### src/rtl/sobt_pkg.sv
// sobt_pkg: shared types, command and status codes for the sorted offset mark table
// no dependencies
package sobt_pkg;

    localparam int MaxMarksDefault = 64;

    localparam logic [2:0] CMD_ADD    = 3'd0;
    localparam logic [2:0] CMD_REMOVE = 3'd1;
    localparam logic [2:0] CMD_ADJREP = 3'd2;
    localparam logic [2:0] CMD_ADJSWP = 3'd3;
    localparam logic [2:0] CMD_LOOKUP = 3'd4;
    localparam logic [2:0] CMD_READ   = 3'd5;

    localparam logic [1:0] ST_OK      = 2'd0;
    localparam logic [1:0] ST_FULL    = 2'd1;
    localparam logic [1:0] ST_RANGE   = 2'd2;
    localparam logic [1:0] ST_INVALID = 2'd3;

    localparam logic [31:0] INVALID_OFS = 32'hFFFF_FFFF;

    typedef struct packed {
        logic [2:0]  cmd;
        logic signed [31:0] offset;
        logic [15:0] tag;
        logic [30:0] second_start;
        logic [30:0] removed_len;
        logic [30:0] inserted_len;
        logic [30:0] part_len;
        logic [5:0]  index;
    } sobt_in_t;

    typedef struct packed {
        logic        found;
        logic signed [31:0] out_offset;
        logic [15:0] out_tag;
        logic        changed;
        logic [6:0]  count;
        logic [1:0]  status;
    } sobt_out_t;

    // signed less-than on raw 32-bit words
    function automatic logic lt_s(input logic [31:0] a, input logic [31:0] b);
        lt_s = $signed(a) < $signed(b);
    endfunction

endpackage

### src/rtl/sobt_ram.sv
// sobt_ram: generic single-port-write, single-port-read ram with registered read
// no dependencies
module sobt_ram #(
    parameter int Width = 8,
    parameter int Depth = 64
) (
    input  logic                     clk,
    input  logic                     we,
    input  logic [$clog2(Depth)-1:0] waddr,
    input  logic [Width-1:0]         wdata,
    input  logic [$clog2(Depth)-1:0] raddr,
    output logic [Width-1:0]         rdata
);
    logic [Width-1:0] mem [Depth];

    // write port and registered read port
    always_ff @(posedge clk)
    begin
        if (we)
        begin
            mem[waddr] <= wdata;
        end
        rdata <= mem[raddr];
    end
endmodule

### src/rtl/sorted_offset_bookmark_table.sv
// sorted_offset_bookmark_table: top level, sequencer over two entry memories
// depends on sobt_pkg and sobt_ram
//
// channel  | direction | handshake        | payload
// command  | in        | start / busy     | cmd_beat (sobt_in_t)
// result   | out       | done strobe      | result (sobt_out_t)
//
// every memory read is registered on a single read port, so a scan
// reads and then evaluates each entry, and moving one entry reads and writes it.
// add and remove scan, then move every later entry. adjust replaced moves the
// tail once per deleted mark; adjust swapped scans, offsets the span in one pass
// and rotates it left one entry per pass.
// reset clears the count and the sequencer; entry memories are not cleared.
// the receiver cannot stall: done is high for one cycle with the result, and
// the block then returns to idle, where the next command is taken.
module sorted_offset_bookmark_table
    import sobt_pkg::*;
#(
    parameter int MaxMarks = MaxMarksDefault
) (
    input  logic      clk,
    input  logic      rst_n,
    input  logic      start,
    output logic      busy,
    input  sobt_in_t  cmd_beat,
    output logic      done,
    output sobt_out_t result
);
    localparam int AW = $clog2(MaxMarks);
    localparam int CW = $clog2(MaxMarks + 1);

    // sequencer states
    localparam logic [3:0] S_IDLE  = 4'd0;
    localparam logic [3:0] S_SCAN  = 4'd1;  // issue read of pos
    localparam logic [3:0] S_SCANW = 4'd2;  // evaluate read data
    localparam logic [3:0] S_SHUP  = 4'd3;  // shift up: read k-1
    localparam logic [3:0] S_SHUPW = 4'd4;  // write k
    localparam logic [3:0] S_SHDN  = 4'd5;  // shift down: read k+1
    localparam logic [3:0] S_SHDNW = 4'd6;  // write k
    localparam logic [3:0] S_ADD   = 4'd7;  // rewrite pos after read
    localparam logic [3:0] S_ROT   = 4'd8;  // rotate step read
    localparam logic [3:0] S_ROTW  = 4'd9;  // rotate step write
    localparam logic [3:0] S_DONE  = 4'd10;

    logic [3:0]    state_reg, state_next;
    sobt_in_t      req_reg, req_next;
    logic [CW-1:0] count_reg, count_next;
    logic [CW-1:0] pos_reg, pos_next;     // scan position
    logic [CW-1:0] k_reg, k_next;         // shift pointer
    logic [1:0]    phase_reg, phase_next; // scan phase for adjust commands
    logic [CW-1:0] i0_reg, i0_next, i1_reg, i1_next;
    logic [CW-1:0] rot_reg, rot_next;     // rotations left (swap)
    logic [31:0]   hold_ofs_reg, hold_ofs_next;
    logic [15:0]   hold_tag_reg, hold_tag_next;
    logic          changed_reg, changed_next;
    logic          found_reg, found_next;
    logic [31:0]   oofs_reg, oofs_next;
    logic [15:0]   otag_reg, otag_next;
    logic [1:0]    status_reg, status_next;

    logic          we;
    logic [AW-1:0] waddr, raddr;
    logic [31:0]   wofs, rofs;
    logic [15:0]   wtag, rtag;

    sobt_ram #(.Width(32), .Depth(MaxMarks)) u_ofs (
        .clk(clk), .we(we), .waddr(waddr), .wdata(wofs), .raddr(raddr), .rdata(rofs)
    );
    sobt_ram #(.Width(16), .Depth(MaxMarks)) u_tag (
        .clk(clk), .we(we), .waddr(waddr), .wdata(wtag), .raddr(raddr), .rdata(rtag)
    );

    logic [31:0] q_ofs, q_end, q_second, q_behind, q_diff, q_sdiff, q_plen;
    assign q_ofs    = req_reg.offset;
    assign q_second = {1'b0, req_reg.second_start};
    assign q_plen   = {1'b0, req_reg.part_len};
    assign q_end    = q_ofs + {1'b0, req_reg.removed_len};
    assign q_behind = q_second + q_plen;
    assign q_diff   = {1'b0, req_reg.inserted_len} - {1'b0, req_reg.removed_len};
    assign q_sdiff  = q_ofs - q_second;

    assign busy = (state_reg != S_IDLE);

    // sequencer
    always_comb
    begin
        state_next    = state_reg;
        req_next      = req_reg;
        count_next    = count_reg;
        pos_next      = pos_reg;
        k_next        = k_reg;
        phase_next    = phase_reg;
        i0_next       = i0_reg;
        i1_next       = i1_reg;
        rot_next      = rot_reg;
        hold_ofs_next = hold_ofs_reg;
        hold_tag_next = hold_tag_reg;
        changed_next  = changed_reg;
        found_next    = found_reg;
        oofs_next     = oofs_reg;
        otag_next     = otag_reg;
        status_next   = status_reg;
        we    = 1'b0;
        waddr = pos_reg[AW-1:0];
        raddr = pos_reg[AW-1:0];
        wofs  = rofs;
        wtag  = rtag;
        unique case (state_reg)
            S_IDLE:
            begin
                if (start)
                begin
                    req_next     = cmd_beat;
                    pos_next     = '0;
                    phase_next   = 2'd0;
                    changed_next = 1'b0;
                    found_next   = 1'b0;
                    oofs_next    = '0;
                    otag_next    = '0;
                    status_next  = ST_OK;
                    unique case (cmd_beat.cmd)
                        CMD_ADD, CMD_REMOVE:
                        begin
                            if (cmd_beat.offset == INVALID_OFS)
                            begin
                                status_next = ST_INVALID;
                                state_next  = S_DONE;
                            end
                            else
                            begin
                                state_next = S_SCAN;
                            end
                        end
                        CMD_ADJREP, CMD_ADJSWP, CMD_LOOKUP:
                            state_next = S_SCAN;
                        CMD_READ:
                        begin
                            if (32'(cmd_beat.index) < 32'(count_reg))
                            begin
                                pos_next   = CW'(cmd_beat.index);
                                state_next = S_SCAN;
                            end
                            else
                            begin
                                status_next = ST_RANGE;
                                state_next  = S_DONE;
                            end
                        end
                        default:
                            state_next = S_DONE;
                    endcase
                end
            end
            S_SCAN:
            begin
                // address pos is read; past the end, add inserts or reports full, swap ends its phase, others finish
                if (req_reg.cmd != CMD_READ && pos_reg >= count_reg)
                begin
                    unique case (req_reg.cmd)
                        CMD_ADD:
                        begin
                            if (count_reg >= CW'(MaxMarks))
                            begin
                                status_next = ST_FULL;
                                state_next  = S_DONE;
                            end
                            else
                            begin
                                k_next     = count_reg;
                                state_next = (count_reg == pos_reg) ? S_ADD : S_SHUP;
                            end
                        end
                        CMD_ADJSWP:
                        begin
                            // end of table ends the current phase
                            if (phase_reg == 2'd0)
                            begin
                                i0_next = pos_reg;
                                i1_next = pos_reg;
                            end
                            else if (phase_reg == 2'd1)
                            begin
                                i1_next = pos_reg;
                            end
                            phase_next = 2'd2;
                            state_next = S_SCANW;
                        end
                        default:
                            state_next = S_DONE;
                    endcase
                end
                else
                begin
                    state_next = S_SCANW;
                end
            end
            S_SCANW:
            begin
                state_next = S_SCAN;
                unique case (req_reg.cmd)
                    CMD_ADD:
                    begin
                        if (rofs == q_ofs)
                        begin
                            we   = 1'b1;
                            wtag = req_reg.tag;
                            state_next = S_DONE;
                        end
                        else if (lt_s(q_ofs, rofs))
                        begin
                            if (count_reg >= CW'(MaxMarks))
                            begin
                                status_next = ST_FULL;
                                state_next  = S_DONE;
                            end
                            else
                            begin
                                k_next     = count_reg;
                                state_next = S_SHUP;
                            end
                        end
                        else
                        begin
                            pos_next = pos_reg + 1'b1;
                        end
                    end
                    CMD_REMOVE:
                    begin
                        if (rofs == q_ofs)
                        begin
                            k_next     = pos_reg;
                            state_next = S_SHDN;
                        end
                        else
                        begin
                            pos_next = pos_reg + 1'b1;
                        end
                    end
                    CMD_LOOKUP:
                    begin
                        if (rofs == q_ofs)
                        begin
                            found_next = 1'b1;
                            oofs_next  = rofs;
                            otag_next  = rtag;
                            state_next = S_DONE;
                        end
                        else
                        begin
                            pos_next = pos_reg + 1'b1;
                        end
                    end
                    CMD_READ:
                    begin
                        found_next = 1'b1;
                        oofs_next  = rofs;
                        otag_next  = rtag;
                        state_next = S_DONE;
                    end
                    CMD_ADJREP:
                    begin
                        if (phase_reg == 2'd0)
                        begin
                            // skip marks before start
                            if (lt_s(rofs, q_ofs))
                                pos_next = pos_reg + 1'b1;
                            else
                                phase_next = 2'd1;
                        end
                        else if (phase_reg == 2'd1)
                        begin
                            // delete marks inside the removed range
                            if (lt_s(rofs, q_end))
                            begin
                                changed_next = 1'b1;
                                k_next       = pos_reg;
                                state_next   = S_SHDN;
                            end
                            else if (q_diff == '0)
                            begin
                                state_next = S_DONE;
                            end
                            else
                            begin
                                phase_next = 2'd2;
                            end
                        end
                        else
                        begin
                            // shift later marks
                            we           = 1'b1;
                            wofs         = rofs + q_diff;
                            changed_next = 1'b1;
                            pos_next     = pos_reg + 1'b1;
                        end
                    end
                    default:
                    begin
                        // swap: find i0, i1, i2 then rotate
                        if (phase_reg == 2'd0)
                        begin
                            if (lt_s(rofs, q_ofs))
                            begin
                                pos_next = pos_reg + 1'b1;
                            end
                            else
                            begin
                                i0_next    = pos_reg;
                                phase_next = 2'd1;
                            end
                        end
                        else if (phase_reg == 2'd1)
                        begin
                            if (lt_s(rofs, q_second))
                            begin
                                pos_next = pos_reg + 1'b1;
                            end
                            else
                            begin
                                i1_next    = pos_reg;
                                phase_next = 2'd2;
                            end
                        end
                        else if (pos_reg < count_reg && lt_s(rofs, q_behind))
                        begin
                            pos_next = pos_reg + 1'b1;
                        end
                        else
                        begin
                            // pos is i2; first offset the two parts in place
                            changed_next = (pos_reg > i0_reg);
                            k_next       = i0_reg;
                            phase_next   = 2'd3;
                            state_next   = (pos_reg > i0_reg) ? S_ROT : S_DONE;
                            rot_next     = i1_reg - i0_reg;
                        end
                    end
                endcase
            end
            S_SHUP:
            begin
                // move entry k-1 to k, down to pos
                if (k_reg == pos_reg)
                begin
                    state_next = S_ADD;
                end
                else
                begin
                    raddr      = AW'(k_reg - 1'b1);
                    state_next = S_SHUPW;
                end
            end
            S_SHUPW:
            begin
                we         = 1'b1;
                waddr      = k_reg[AW-1:0];
                k_next     = k_reg - 1'b1;
                state_next = S_SHUP;
            end
            S_ADD:
            begin
                we         = 1'b1;
                wofs       = q_ofs;
                wtag       = req_reg.tag;
                count_next = count_reg + 1'b1;
                state_next = S_DONE;
            end
            S_SHDN:
            begin
                // move entry k+1 to k until the end
                if (k_reg + 1'b1 >= count_reg)
                begin
                    count_next = count_reg - 1'b1;
                    state_next = (req_reg.cmd == CMD_ADJREP) ? S_SCAN : S_DONE;
                end
                else
                begin
                    raddr      = AW'(k_reg + 1'b1);
                    state_next = S_SHDNW;
                end
            end
            S_SHDNW:
            begin
                we         = 1'b1;
                waddr      = k_reg[AW-1:0];
                k_next     = k_reg + 1'b1;
                state_next = S_SHDN;
            end
            S_ROT:
            begin
                // phase 3: add offsets in place over [i0, i2)
                // phase 2 reused: rotate left by one, rot times
                raddr      = k_reg[AW-1:0];
                state_next = S_ROTW;
            end
            default:
            begin
                if (state_reg == S_ROTW)
                begin
                    if (phase_reg == 2'd3)
                    begin
                        we    = 1'b1;
                        waddr = k_reg[AW-1:0];
                        wofs  = (k_reg < i1_reg) ? rofs + q_plen : rofs + q_sdiff;
                        if (k_reg + 1'b1 == pos_reg)
                        begin
                            phase_next = 2'd2;
                            k_next     = i0_reg;
                            state_next = (rot_reg == '0) ? S_DONE : S_ROT;
                        end
                        else
                        begin
                            k_next     = k_reg + 1'b1;
                            state_next = S_ROT;
                        end
                    end
                    else if (k_reg == i0_reg)
                    begin
                        // save the head, then shift the rest down
                        hold_ofs_next = rofs;
                        hold_tag_next = rtag;
                        k_next        = k_reg + 1'b1;
                        state_next    = S_ROT;
                    end
                    else if (k_reg == pos_reg)
                    begin
                        // unreachable read slot: put head at the tail
                        we         = 1'b1;
                        waddr      = AW'(pos_reg - 1'b1);
                        wofs       = hold_ofs_reg;
                        wtag       = hold_tag_reg;
                        rot_next   = rot_reg - 1'b1;
                        k_next     = i0_reg;
                        state_next = (rot_reg == CW'(1)) ? S_DONE : S_ROT;
                    end
                    else
                    begin
                        we     = 1'b1;
                        waddr  = AW'(k_reg - 1'b1);
                        k_next = k_reg + 1'b1;
                        state_next = S_ROT;
                    end
                end
                else
                begin
                    // result beat
                    state_next = S_IDLE;
                end
            end
        endcase
    end

    // state registers
    always_ff @(posedge clk or negedge rst_n)
    begin
        if (!rst_n)
        begin
            state_reg <= S_IDLE;
            count_reg <= '0;
        end
        else
        begin
            state_reg <= state_next;
            count_reg <= count_next;
        end
    end

    // working registers
    always_ff @(posedge clk)
    begin
        req_reg      <= req_next;
        pos_reg      <= pos_next;
        k_reg        <= k_next;
        phase_reg    <= phase_next;
        i0_reg       <= i0_next;
        i1_reg       <= i1_next;
        rot_reg      <= rot_next;
        hold_ofs_reg <= hold_ofs_next;
        hold_tag_reg <= hold_tag_next;
        changed_reg  <= changed_next;
        found_reg    <= found_next;
        oofs_reg     <= oofs_next;
        otag_reg     <= otag_next;
        status_reg   <= status_next;
    end

    // result beat
    assign done              = (state_reg == S_DONE);
    assign result.found      = found_reg;
    assign result.out_offset = oofs_reg;
    assign result.out_tag    = otag_reg;
    assign result.changed    = changed_reg;
    assign result.count      = 7'(count_reg);
    assign result.status     = status_reg;
endmodule

### config.mk
export PLATFORM = sky130hd
export DESIGN_NAME = sorted_offset_bookmark_table
export DESIGN_NICKNAME = d
export VERILOG_FILES = /design/src/rtl/sobt_pkg.sv /design/src/rtl/sobt_ram.sv /design/src/rtl/sorted_offset_bookmark_table.sv
export SDC_FILE = /design/constraint.sdc
export NUM_CORES = 2
export LEC_CHECK = 0
export BUFFER_PORTS_ARGS = -buffer_cell sky130_fd_sc_hd__buf_2
export CAP_MARGIN = 20
export CORE_UTILIZATION = 50
export DETAILED_ROUTE_END_ITERATION = 8
export PLACE_DENSITY = 0.69
export SLEW_MARGIN = 20
export SYNTH_ARGS = -nofsm -noshare
export SYNTH_HDL_FRONTEND = slang
export SYNTH_SLANG_ARGS = --single-unit
### constraint.sdc
create_clock -name clk -period 10.64 [get_ports clk]
set_clock_uncertainty 0.05 [all_clocks]
set_input_delay 1.064 -clock clk [delete_from_list [all_inputs] [get_ports clk]]
set_output_delay 1.064 -clock clk [all_outputs]
set_load 0.03 [all_outputs]
==> metrics.md <==
| Metric | Value |
|---|---|
| Core Area | `0.298 mm2` |
| Worst min-delay path class | `in -> reg` |
| P_leak | `59.0 nW` |
| Routability cong. | `1.02` |
| Multi-input combinational cell area | `0.0443 mm2` |
| EDFF count, synth | `3384` |
| Max Cap Viol | `0` |
| Max_slew headroom | `16.2%` |
| DR iter-0 viols | `15903` |
| Status | `finished clean` |
| WL/cell | `31.6 um` |
| Number of buffers inserted during clock tree synthesis | `346` |
| DRC violations left | `0` |
| Final Slew Violations | `0` |
| Total Wirelength | `491000 um` |
| Post-DRT Antenna Nets | `0` |
| CP arrival | `8740 ps` |
| Avg Cell Area, Syn | `13.5 um2` |
| Row cnt | `200` |
| H-tree depth reported by CTS | `5` |
| Crit. End Element | `flop` |
| Sequential share of the synthesized area | `68.6%` |
| Setup TNS | `0 ps` |
| Crit. Startpoint | `k_reg[0]` |
| Final setup viols | `0` |
| RSZ-0062 raised after global routing | `no` |
| Most common cell after layout, fill and taps aside | `edfxtp_1` |
| Clock Sinks | `3443` |
| Hold path startpoint | `cmd_beat[56]` |
| Highest clock rate | `0.127 GHz` |
| Setup crit start kind | `flop` |
| Vias in the first global route | `96697` |
| CTS clk-pin slew, worst paths | `60 ps` |
| Register bit total from synthesis | `3443` |
| Crit path time final | `7900 ps` |
| Register Area | `0.103 mm2` |
| DP HPWL | `292000 um` |
| Port buffer count | `244` |
| Design Power | `61.7 mW` |
| Fin util | `56.5%` |
| DR pass1 iterations | `7` |
| Initial Util | `50.4%` |
| Grt ovf | `0` |
| Post-Syn Area | `0.150 mm2` |
| Total GRT Usage | `31.8%` |
| # IOs | `245` |
| Die Y | `549 um` |
| Layout cell share with drive strength beyond 1 | `11.9%` |
| CP max FO | `71` |
| Ys async rst share | `0.319%` |
| WP data required | `11490 ps` |
| Fillcell total | `23054` |
| Power Dens Cells | `367 mW/mm2` |
| Area Growth Syn to Fin | `12.2%` |
| Synthesized net count | `11684` |
| Synth unique cells | `98` |
| DR vias | `102029` |
| Most frequent cells in the layout | `3384 x edfxtp_1, 1770 x nand2_1, 709 x nand3_1` |
| Worst VDD drop | `473 uV` |
| Largest cells by area after synthesis | `edfxtp_1 68%, nand2_1 4.5%, ha_1 3.0%` |
| Tcrit/Tclk final | `74.2%` |
| Later-pin clock latency in the skew report | `980 ps` |
| Die X | `549 um` |
| Fin Hold WS | `225 ps` |
| Yosys top cell area share | `67.8%` |
| DIE AREA | `0.302 mm2` |
| Final #Nets | `11875` |
| Worst Slack Setup Final | `2740 ps` |
| First-pass GRT wire length | `692000 um` |
| Routed vias/inst | `6.57` |
| YS warnings | `0` |
| Slew @ Worst Pin | `1260 ps` |
| Post_cts resized | `0` |
| Final hold violations | `0` |
| Largest net degree at the start of global routing | `181` |
| Post-CTS setup buffer count | `0` |
| Post-Place Setup Slack | `3100 ps` |
| Setup Crit Path Kind | `reg -> reg` |
| Number of flip-flops in the largest register | `2048` |
| Initial antenna violation count | `25` |
| Leading area contributor after synthesis | `edfxtp_1` |
| Synth Flop Type | `edfxtp_1` |
| Critical R2R Launch | `k_reg[0]` |
| Clock Tree Root | `clkbuf_16` |
| CTS Hold Bufs | `1` |
| Syn Inst Count | `11102` |
| CTS Buffer Depth | `4` |
| CTS tree | `yes` |
-- path summary, 6_finish.rpt --
kind | end | slack (ps) | depth (start not counted)
worst max-delay path | u_ofs.rdata[4] | 2740 | 18
worst min-delay path | req_reg[56] | 220 | 1
worst max register to register | u_ofs.rdata[4] | 2740 | 18
worst min register to register | hold_tag_reg[6] | 480 | 0
max in group asynchronous | count_reg[6] | 9730 | 2
min in group asynchronous | state_reg[1] | 530 | 2
-- cells in the mapped netlist (38+ instances only) --
cell type	n
nor3_1	92
o211ai_1	42
o21a_1	46
clkbuf_1	502
nand3_1	720
nor2_1	308
a21o_1	128
a22oi_1	209
o21ai_0	186
xor2_1	89
mux2i_1	168
a21oi_1	284
nand2b_1	49
a211oi_1	371
inv_1	306
fa_1	38
mux4_2	120
nand2_1	1778
and3_1	374
ha_1	360
buf_1	84
edfxtp_1	3384
mux2_2	55
dfxtp_1	48
a31oi_1	432
nand4_1	47
o22ai_1	115
xnor2_1	111
buf_2	77
-- cell families after synthesis --
logic type      after synthesis  share of synthesized area (%)
mux                         343                           3.34
fa+ha+maj                   398                           3.51
compound gates             2176                           9.99
buf+inv                     974                           2.52
simple gates               3568                           10.8
flops                      3443                           68.6
xor+xnor                    200                           1.17
-- routing by layer --
layer,track usage (%),vias up,routed length (um)
met4,16.4,10,28600
li1,-,43052,-
met3,6.90,1230,58800
met5,0,-,76
met1,43.0,50764,184000
met2,48.8,6973,220000
-- where the power goes --
part | internal (mW) | switching, mW | total, mW
Clock | 6.93 | 5.27 | 12.2
Combinational | 8.63 | 21.4 | 30.0
Sequential | 18.8 | 0.765 | 19.5
-- critical path, stage by stage (launching register included) --
cell and delay, ps:
edfxtp_1 720, ha_1 380, nand3_1 160, nor2_1 230, xor2_1 330, ha_1 330, and4_1 200, a211oi_1 310
o21ai_0 330, o32ai_1 740, nand2_4 500, nand2_4 780, buf_4 580, buf_4 720, a211oi_1 170, a31oi_1 180
a22oi_1 140, a31oi_1 650, or3_1 190
-- metrics by stage --
step	std cells	area (um2)
after floorplan	11102	150000
after global placement	14877	157000
after detailed placement	14882	157000
after CTS	15519	168000
after global routing	15521	168000
final	15536	168000
-- cell type report --
| class | count | area share [%] |
|---|---|---|
| diodes | 16 | 0.0238 |
| clock buffers | 426 | 5.50 |
| clock inverters | 210 | 1.20 |
| inverters | 307 | 0.688 |
| multi-input cells | 6685 | 26.3 |
| flip-flops and latches | 3443 | 61.2 |
| well taps | 3939 | 2.93 |
| repair buffers | 510 | 2.12 |
Note: power is estimated with default switching activity, not from simulation.
